--- src/hw/rtl/mep_pkg.sv ---
// Shared types, constants and helpers of the Mandelbrot escape-time pixel block.
package mep_pkg;

    localparam int PIX_W      = 12;
    localparam int FRAC_BITS  = 28;
    localparam int ITER_W     = 16;
    localparam int HUE_COUNT  = 6;
    localparam int HUE_W      = 3;
    localparam int QUEUE_DEPTH = 2;

    // |z|^2 escape bound, 4.0 in Q8.56
    localparam logic [63:0] MAG_LIMIT = 64'h0400_0000_0000_0000;

    localparam logic [23:0] HUE_TABLE [HUE_COUNT] = '{
        24'hFF0000, 24'hFFFF00, 24'h00FF00, 24'h00FFFF, 24'h0000FF, 24'hFF00FF
    };

    // register word index, paddr[4:2]
    typedef enum logic [2:0] {
        REG_REAL_MIN  = 3'd0,
        REG_REAL_STEP = 3'd1,
        REG_IMAG_TOP  = 3'd2,
        REG_IMAG_STEP = 3'd3,
        REG_MAX_ITERS = 3'd4
    } t_reg;

    typedef struct packed {
        logic signed [31:0] real_min;
        logic [30:0]        real_step;
        logic signed [31:0] imag_top;
        logic [30:0]        imag_step;
        logic [ITER_W-1:0]  max_iters;
    } t_cfg;

    typedef struct packed {
        logic signed [31:0] cr;
        logic signed [31:0] ci;
    } t_cpt;

    function automatic logic signed [31:0] sat32(input logic signed [47:0] v);
        logic signed [31:0] r;
        if (v[47:31] == {17{v[47]}}) begin
            r = v[31:0];
        end else if (v[47]) begin
            r = 32'sh8000_0000;
        end else begin
            r = 32'sh7FFF_FFFF;
        end
        return r;
    endfunction

endpackage

--- src/hw/rtl/mep_queue.sv ---
// Short queue of mapped points between the front end and the iteration engine.
module mep_queue import mep_pkg::*; (
    input  logic i_clk,
    input  logic i_rst_n,
    input  logic i_valid,
    output logic o_ready,
    input  t_cpt i_c,
    output logic o_valid,
    input  logic i_ready,
    output t_cpt o_c
);

    localparam int AW = (QUEUE_DEPTH > 1) ? $clog2(QUEUE_DEPTH) : 1;
    localparam int CW = $clog2(QUEUE_DEPTH + 1);

    t_cpt          r_mem [QUEUE_DEPTH];
    logic [AW-1:0] r_wp;
    logic [AW-1:0] r_rp;
    logic [CW-1:0] r_cnt;
    logic          w_push;
    logic          w_pop;

    assign o_ready = r_cnt != CW'(QUEUE_DEPTH);
    assign o_valid = r_cnt != '0;
    assign w_push  = i_valid && o_ready;
    assign w_pop   = o_valid && i_ready;
    assign o_c     = r_mem[r_rp];

    always_ff @(posedge i_clk) begin
        if (!i_rst_n) begin
            r_wp  <= '0;
            r_rp  <= '0;
            r_cnt <= '0;
        end else begin
            if (w_push) begin
                r_wp <= (r_wp == AW'(QUEUE_DEPTH - 1)) ? '0 : r_wp + 1'b1;
            end
            if (w_pop) begin
                r_rp <= (r_rp == AW'(QUEUE_DEPTH - 1)) ? '0 : r_rp + 1'b1;
            end
            if (w_push && !w_pop) begin
                r_cnt <= r_cnt + 1'b1;
            end else if (w_pop && !w_push) begin
                r_cnt <= r_cnt - 1'b1;
            end
        end
    end

    always_ff @(posedge i_clk) begin
        if (w_push) begin
            r_mem[r_wp] <= i_c;
        end
    end

endmodule

--- config.mk ---
export PLATFORM = sky130hd
export DESIGN_NAME = mep_queue
export DESIGN_NICKNAME = d
export VERILOG_FILES = /design/src/hw/rtl/mep_pkg.sv /design/src/hw/rtl/mep_queue.sv
export SDC_FILE = /design/constraint.sdc
export NUM_CORES = 1
export LEC_CHECK = 0
export BUFFER_PORTS_ARGS = -buffer_cell sky130_fd_sc_hd__buf_2
export CORE_UTILIZATION = 46
export DETAILED_ROUTE_END_ITERATION = 10
export GPL_ROUTABILITY_DRIVEN = 0
export PLACE_DENSITY = 0.72
export SLEW_MARGIN = 20
export SYNTH_ARGS = -nofsm -noshare
export SYNTH_HDL_FRONTEND = slang
export SYNTH_SLANG_ARGS = --single-unit
--- constraint.sdc ---
create_clock -name i_clk -period 2.8 [get_ports i_clk]
set_clock_uncertainty 0.1 [all_clocks]
set_input_delay 0.14 -clock i_clk [delete_from_list [all_inputs] [get_ports i_clk]]
set_output_delay 0.14 -clock i_clk [all_outputs]
set_load 0.01 [all_outputs]
==> impl_metrics.json <==
{
  "cp.required_ns": 2.56,
  "seqPwrFrac_pct": 42.0,
  "period_needed_ns": 1.970,
  "setup_ws_ns": 0.8299,
  "io_buffer_count": 133,
  "clockPowerShare_pct": 35.1,
  "ys_seq_area_share_pct": 81.20,
  "fill_cells": 725,
  "cts_root_buf": "clkbuf_8",
  "drv_slew": 0,
  "clock.fmax_mhz": 507.6,
  "nets": 509,
  "irDropWorstVdd_v": 0.0004717,
  "start_kind": "flip-flop",
  "fp.dieW_um": 104.8,
  "vias": 2781,
  "synthFlopType": "edfxtp_1",
  "dpl.cell_count": 489,
  "ys_ff_latch": 133,
  "routed_wirelength_um": 8805,
  "switchingPower_mw": 1.534,
  "yosysUniqueCellTypes": 20,
  "drtIter0Drc": 108,
  "fin_setup_tns_ns": 0,
  "internal_power_mw": 4.565,
  "area_delta_synth_final_pct": 43.51,
  "drc": 0,
  "first_global_vias": 2951,
  "crit_fanout": 64,
  "relSlewSlack_pct": 63.73,
  "avgRoutedWirePerCell_um": 14.95,
  "synth_fp_nets": 292,
  "vias_per_cell": 4.722,
  "max_cap_viol_count": 0,
  "cts_max_level": 4,
  "p_leak_nw": 2.649,
  "clock_path_buffers": 2,
  "tritoncts": "built",
  "worstPathArrival_ns": 1.73,
  "cts_made_buffers": 17,
  "final_cell_mix": "buf_2, edfxtp_1, dlygate4sd3_1",
  "syn_area_sq_um": 4857,
  "path_class": "reg -> out",
  "fin_cells": 589,
  "grt_first_pass_wirelength_um": 13900,
  "clk_latency_ns": 0.50,
  "powerDensity_nw_per_um2": 875.0,
  "grt_antenna_before_repair": 0,
  "place_area_sq_um": 5700,
  "die_h_um": 104.8,
  "yosys_warnings": 0,
  "place_ws_ns": 1.058,
  "synthArstFlopShare_pct": 0,
  "clock-sinks": 133,
  "ios": 134,
  "rows": 37,
  "postRouteAntennaNets": 0,
  "firstDrtPassIters": 4,
  "initial_core_util_pct": 47.26,
  "path_clk_slew_ns": 0.06,
  "final_area_sq_um": 6970,
  "dp_hpwl_um": 4967,
  "outcome": "complete, no violations",
  "die_area_sq_um": 10970,
  "grt_max_degree": 65,
  "gr-total-overflow": 0,
  "finalCritPeriodShare_pct": 70.36,
  "critPathCaptureType": "output port",
  "cts_resized": 0,
  "min_path_type": "in -> reg",
  "cts_setup_buffers": 0,
  "tightest_slew_ns": 0.5440,
  "post-route-util_pct": 67.82,
  "syn_avg_cell_area_sq_um": 21.78,
  "antenna_cells": 0,
  "swShare_pct": 25.15,
  "final_common_cell": "buf_2",
  "seqCellArea_sq_um": 3945,
  "track_usage_pct": 17.12,
  "finalHoldViolations": 0,
  "core-area_sq_um": 10280,
  "setup-violations-final": 0,
  "synth_edf_count": 128,
  "rsz0062_at_grt": "no",
  "synthCells": 223,
  "power_frac_comb_pct": 22.9,
  "drive_above_1_share_pct": 52.54,
  "multi_input_area_sq_um": 860.8
}
-- routing by layer --
| layer | up-vias | wire length (um) | share of wire (%) | global-route usage [%] |
|---|---|---|---|---|
| met5 | - | 0 | 0 | 0 |
| met4 | 0 | 124 | 1.4 | 7.445 |
| met3 | 13 | 530 | 6.0 | 6.176 |
| met2 | 102 | 4628 | 53 | 30.18 |
| met1 | 1349 | 3521 | 40 | 18.47 |
| li1 | 1317 | - | - | - |
-- critical path: stages, from the launching register on --
cell and delay, ns:
dfxtp_2 0.33, buf_12 0.29, mux2_2 0.39, buf_2 0.15
-- logic make-up after synthesis --
family / Yosys count / share of synthesized area [%]
simple gates: 9 / 1.340
flops: 133 / 81.20
mux: 64 / 14.84
xor+xnor: 3 / 0.5411
buf+inv: 8 / 1.107
compound gates: 5 / 0.7212
fa+ha+maj: 1 / 0.2576
-- cell usage after synthesis (2+ instances only) --
master	count	area share (%)
and2_1	4	0.52
mux2_2	64	15
edfxtp_1	128	79
xnor2_1	2	0.36
buf_4	6	0.93
dfxtp_1	5	2.1
-- cell type report --
type | instances | area share (%)
inverters | 1 | 0.05385
repair buffers | 205 | 20.10
clock buffers | 19 | 6.193
flip-flops and latches | 133 | 56.60
clock inverters | 13 | 2.262
multi-input cells | 82 | 12.35
well taps | 136 | 2.441
-- through the flow --
step / hold WS (ns) / power [mW]
after floorplan: 0.1389 / 3.450
after global placement: 0.2282 / 3.895
after detailed placement: 0.2319 / 3.925
after CTS: 0.2215 / 6.172
after global routing: 0.2269 / 6.368
final: 0.2553 / 6.099
-- power groups by stage --
stage               sequential, mW  clock (mW)  combinational, mW
floorplan                     2.59           0              0.862
global placement              2.58           0               1.31
detailed placement            2.60           0               1.32
CTS                           2.56        2.20               1.41
global route                  2.58        2.28               1.50
finish                        2.56        2.14               1.40
-- worst paths after layout --
check                                to  slack, ns                   from  cells past startpoint
hold reg to reg       r_rp$_SDFFE_PN0P_       0.50      r_rp$_SDFFE_PN0P_                      2
setup reg to reg  r_cnt[1]$_SDFFE_PN0P_       1.03  r_cnt[1]$_SDFFE_PN0P_                      5
hold / removal    r_mem[1][0]$_DFFE_PP_       0.26                 i_c[0]                      2
setup / recovery                o_c[49]       0.83              flip-flop                      3
-- flip-flops by register name (all words and copies together), names as in the netlist, named ones only --
register	flops
r_wp	1
r_rp	1
r_cnt	2
r_mem	128
-- what timing repair did --
action / CTS / global route
hold buffers: 68 / 0
endpoints found under the hold margin: 133 / 0
setup endpoints to repair: 0 / 0
Power figures use the tool's default switching activity.
