## config.mk

```make
export PLATFORM = sky130hd
export DESIGN_NAME = mep_front
export DESIGN_NICKNAME = d
export VERILOG_FILES = /design/src/hw/rtl/mep_pkg.sv /design/src/hw/rtl/mep_front.sv
export SDC_FILE = /design/constraint.sdc
export NUM_CORES = 2
export LEC_CHECK = 0
export BUFFER_PORTS_ARGS = -buffer_cell sky130_fd_sc_hd__buf_2
export CAP_MARGIN = 15
export CORE_MARGIN = 4
export CORE_UTILIZATION = 30
export DETAILED_ROUTE_END_ITERATION = 12
export PLACE_DENSITY = 0.44
export SYNTH_ARGS = -nofsm -noshare
export SYNTH_HDL_FRONTEND = slang
export SYNTH_SLANG_ARGS = --single-unit
```

## constraint.sdc

```tcl
create_clock -name i_clk -period 5.2 [get_ports i_clk]
set_input_delay 0 -clock i_clk [delete_from_list [all_inputs] [get_ports i_clk]]
set_output_delay 0 -clock i_clk [all_outputs]
set_load 0.02 [all_outputs]
```

## src/hw/rtl/mep_pkg.sv

```systemverilog
// Shared types, constants and helpers of the Mandelbrot escape-time pixel block.
package mep_pkg;

    localparam int PIX_W      = 12;
    localparam int FRAC_BITS  = 28;
    localparam int ITER_W     = 16;
    localparam int HUE_COUNT  = 6;
    localparam int HUE_W      = 3;
    localparam int QUEUE_DEPTH = 2;

    // |z|^2 escape bound, 4.0 in Q8.56
    localparam logic [63:0] MAG_LIMIT = 64'h0400_0000_0000_0000;

    localparam logic [23:0] HUE_TABLE [HUE_COUNT] = '{
        24'hFF0000, 24'hFFFF00, 24'h00FF00, 24'h00FFFF, 24'h0000FF, 24'hFF00FF
    };

    // register word index, paddr[4:2]
    typedef enum logic [2:0] {
        REG_REAL_MIN  = 3'd0,
        REG_REAL_STEP = 3'd1,
        REG_IMAG_TOP  = 3'd2,
        REG_IMAG_STEP = 3'd3,
        REG_MAX_ITERS = 3'd4
    } t_reg;

    typedef struct packed {
        logic signed [31:0] real_min;
        logic [30:0]        real_step;
        logic signed [31:0] imag_top;
        logic [30:0]        imag_step;
        logic [ITER_W-1:0]  max_iters;
    } t_cfg;

    typedef struct packed {
        logic signed [31:0] cr;
        logic signed [31:0] ci;
    } t_cpt;

    function automatic logic signed [31:0] sat32(input logic signed [47:0] v);
        logic signed [31:0] r;
        if (v[47:31] == {17{v[47]}}) begin
            r = v[31:0];
        end else if (v[47]) begin
            r = 32'sh8000_0000;
        end else begin
            r = 32'sh7FFF_FFFF;
        end
        return r;
    endfunction

endpackage

```

## src/hw/rtl/mep_front.sv

```systemverilog
// Front end: accept a pixel transfer and map it to the complex point c.
module mep_front import mep_pkg::*; #(
    parameter int COORD_BITS = 12
) (
    input  logic             i_clk,
    input  logic             i_rst_n,
    input  t_cfg             i_cfg,
    input  logic             i_valid,
    output logic             o_ready,
    input  logic [PIX_W-1:0] i_pixel_x,
    input  logic [PIX_W-1:0] i_pixel_y,
    output logic             o_valid,
    input  logic             i_ready,
    output t_cpt             o_c
);

    localparam int CB = (COORD_BITS < PIX_W) ? COORD_BITS : PIX_W;
    localparam logic [PIX_W-1:0] CMASK = PIX_W'((1 << CB) - 1);
    localparam int PW = PIX_W + 31;

    logic          r_v;
    logic [PW-1:0] r_px_prod;
    logic [PW-1:0] r_py_prod;
    logic          w_take;

    assign o_ready = !r_v || i_ready;
    assign w_take  = i_valid && o_ready;
    assign o_valid = r_v;

    always_ff @(posedge i_clk) begin
        if (!i_rst_n) begin
            r_v <= 1'b0;
        end else if (w_take) begin
            r_v <= 1'b1;
        end else if (i_ready) begin
            r_v <= 1'b0;
        end
    end

    always_ff @(posedge i_clk) begin
        if (w_take) begin
            r_px_prod <= (i_pixel_x & CMASK) * i_cfg.real_step;
            r_py_prod <= (i_pixel_y & CMASK) * i_cfg.imag_step;
        end
    end

    // offset from the image edges, then clamp to Q4.28
    assign o_c.cr = sat32({{16{i_cfg.real_min[31]}}, i_cfg.real_min}
                          + {{(48-PW){1'b0}}, r_px_prod});
    assign o_c.ci = sat32({{16{i_cfg.imag_top[31]}}, i_cfg.imag_top}
                          - {{(48-PW){1'b0}}, r_py_prod});

endmodule

```

==> results.yml <==
logic_synthesis:
  postSynthAreaPerCell_um2: 8.50
  synth.largest_area_cell: "fa_1"
  synthCells: 3692
  ys_seq_area_share_pct: 8.30
  synth-edff-count: 86
  synth_top_area_share_pct: 37.1
  synth_area_mm2: 0.0314
  synthArstFlopShare_pct: 0
  ys.flop_type: "edfxtp_1"
  yosys_warnings: 0
  synth_seq_cells: 87
  ys_types: 85
  synthesis.nets: 4694
  synth.area.top_cells: "fa_1 37%, ha_1 10%, inv_1 8.7%"
layout:
  drive_gt1_share_pct: 18.8
  syn_to_final_growth_pct: 21.9
  utilization_pct: 36.9
  num-fill-cells: 11000
  fin_nets: 5156
  final_cell_mix: "717 x inv_1, 605 x nand2_1, 568 x fa_1, 364 x buf_4, 235 x and2_1"
  final_common_cell: "inv_1"
critical_path:
  worst-path-buf-inv: 5
  cp_max_fo: 4
  crit_required_ps: 5340
  crit_family: "adder cells"
  cpPeakStageDelay_ps: 570
  critPathKind: "in2reg"
  cpMaxStageDelayCell: "fa_1"
  crit_path_end_kind: "flop"
  startpoint_type: "primary input"
  path_cells: "buf_12 -> buf_6 -> and2_4 -> fa_2 -> fa_1 -> fa_1 -> fa_1 -> inv_1 -> fa_1 -> inv_2 -> ha_4 -> nand4_1 -> nor2_2 -> nand3_2 -> buf_4 -> a21o_4 -> a211o_1 -> a31oi_2 -> o211ai_1 -> a31oi_2 -> a311o_1 -> a21oi_2 -> xnor2_1"
  crit_path_frequent_cell: "fa_1"
  worstPathArrival_ps: 5430
  reg2reg_slack_ps: 3230
floorplan:
  die_h_um: 331
  start_util_pct: 30.3
  io_pins: 236
  chipWidth_um: 331
  num_rows: 118
  coreArea_mm2: 0.104
  dieArea_mm2: 0.110
clock_tree:
  path_clk_slew_ps: 70
  root_buffer: "clkbuf_16"
  h-tree-depth: 3
  cts_sinks: 87
  clk-insertion-delay-late_ps: 390
  cts_buffers: 9
  cts_tree: "yes"
  clock_path_buffers: 2
sta:
  relSlewSlack_pct: 49.4
  clock_skew_ps: 17.5
  finalSetupTns_ps: -192
  slew_viol_final: 0
  rsz0062_at_grt: "true"
  finalSetupViolCount: 4
  final.period_utilization_pct: 102
  hold_viol_final: 0
  setup_slack_ps: -87.8
  worst_slew_pin_slew_ps: 740
  fmax_mhz: 189
  period_needed_ps: 5290
detailed_routing:
  route.detailed.wl_per_inst_um: 16.8
  firstDrtPassIters: 7
  via_count: 25600
  routed_wl_um: 93300
  drtAntennaViolNets: 0
  vias_per_cell: 4.62
  route.detailed.drc: 0
  first_iter_violations: 909
grt:
  grt_max_degree: 47
  track_usage_pct: 17.2
  grt_pass1_vias: 27900
  grt-ovfl-total: 0
  grt_pass1_wl_um: 152000
  antenna_found_initial: 3
power:
  p_leak_uw: 0.0189
  vdd_drop_max_v: 0.000573
  internal-power_uw: 15700
  seqPwrFrac_pct: 6.9
  p_sw_uw: 14700
  clkPwrFrac_pct: 2.4
  p_comb_share_pct: 90.7
  finalPower_uw: 30400
  p_sw_share_pct: 48.5
  p_per_area_mw_per_mm2: 795
run:
  max-cap-violations: 0
hold_path:
  hp-class: "in2reg"
placed_design:
  port_buffers: 219
  gp_congestion: 0.833
  dp_hpwl_um: 80700
outcome:
  status: "finished with violations"
  failed_checks: "setup timing"
==> synthesized netlist by cell type (15+ instances only) <==
| master | number |
|---|---|
| nand4_1 | 23 |
| edfxtp_1 | 86 |
| xnor2_1 | 81 |
| nor2_1 | 106 |
| nand2b_1 | 26 |
| a21o_1 | 80 |
| nor3_1 | 28 |
| ha_1 | 250 |
| and3_1 | 15 |
| clkbuf_1 | 160 |
| nand3_1 | 36 |
| o31ai_1 | 16 |
| a31oi_1 | 19 |
| fa_1 | 582 |
| o21bai_1 | 19 |
| nor2b_1 | 20 |
| nand2_1 | 614 |
| a21oi_1 | 147 |
| o21ai_1 | 37 |
| o21ai_0 | 93 |
| xor2_1 | 50 |
| mux2i_1 | 34 |
| inv_1 | 727 |
| o21a_1 | 27 |
| and2_1 | 246 |
==> layout make-up <==
| type | count | area [um^2] | area share [%] |
|---|---|---|---|
| Antenna cell | 1 | 2.50 | 0.00654 |
| Clock buffer | 10 | 229 | 0.599 |
| Clock inverter | 5 | 82.6 | 0.216 |
| Inverter | 727 | 2730 | 7.13 |
| Multi-Input combinational cell | 2708 | 26000 | 68.1 |
| Sequential cell | 87 | 2600 | 6.80 |
| Tap cell | 1380 | 1730 | 4.51 |
| Timing Repair Buffer | 621 | 4830 | 12.6 |
==> path summary, 6_finish.rpt <==
path / startpoint / to / cells past startpoint
min reg2reg: o_valid / r_px_prod[14] / 2
max reg2reg: o_valid / r_py_prod[20] / 3
min: i_cfg[79] / r_px_prod[0] / 2
max: i_cfg[89] / r_px_prod[41] / 23
==> through the flow <==
stage                     area, um^2  hold WS, ps  worst slack (ps)  instances
after floorplan                31500          139             -4.26       3692
after global placement         36400          260              -842       5474
after detailed placement       36400          263              -911       5474
after CTS                      37500         73.0              -163       5519
after global routing           38200          110              -352       5538
final                          38300          108             -87.8       5539
==> repair_timing <==
item | 4_1_cts | 5_1_grt
endpoints found under the setup margin | 23 | 91
hold buffers | 2 | 0
hold endpoints to repair | 1 | 0
pin swaps | 65 | 87
gates resized for setup | 135 | 148
setup buffers | 27 | 19
cloned | 2 | 3
==> routing by layer <==
| layer | up-vias | wire length, um | track usage (%) |
|---|---|---|---|
| li1 | 12500 | - | - |
| met5 | - | 27 | 0 |
| met3 | 64 | 2850 | 1.97 |
| met2 | 378 | 48600 | 32.0 |
| met1 | 12700 | 40400 | 21.4 |
| met4 | 4 | 1430 | 3.27 |
==> sequential cells by signal, indices dropped and copies added, names as in the netlist <==
| name | flops |
|---|---|
| o_valid | 1 |
| r_px_prod | 43 |
| r_py_prod | 43 |
==> worst reg2reg max path, delay by kind of cell (launching register included) <==
kind          cells  cell delay, ps
simple gates      2             610
buf+inv           1             610
flops             1             310
==> logic make-up after synthesis <==
family	synth area share (%)
multiplexers	1.23
adder cells (fa/ha/maj)	47.1
buffers and inverters	10.9
flip-flops	8.30
AO/OA/AOI/OAI	11.6
AND/OR/NAND/NOR	17.2
XOR/XNOR	3.66
==> power groups by stage <==
stage          clock [uW]  combinational (uW)  sequential, uW
2_1_floorplan           0               15800            2050
3_3_place_gp            0               25500            2110
3_5_place_dp            0               25400            2110
4_1_cts               764               26700            2100
5_1_grt               783               31100            2120
6_report              727               27600            2090
Note: power is estimated with default switching activity, not from simulation.
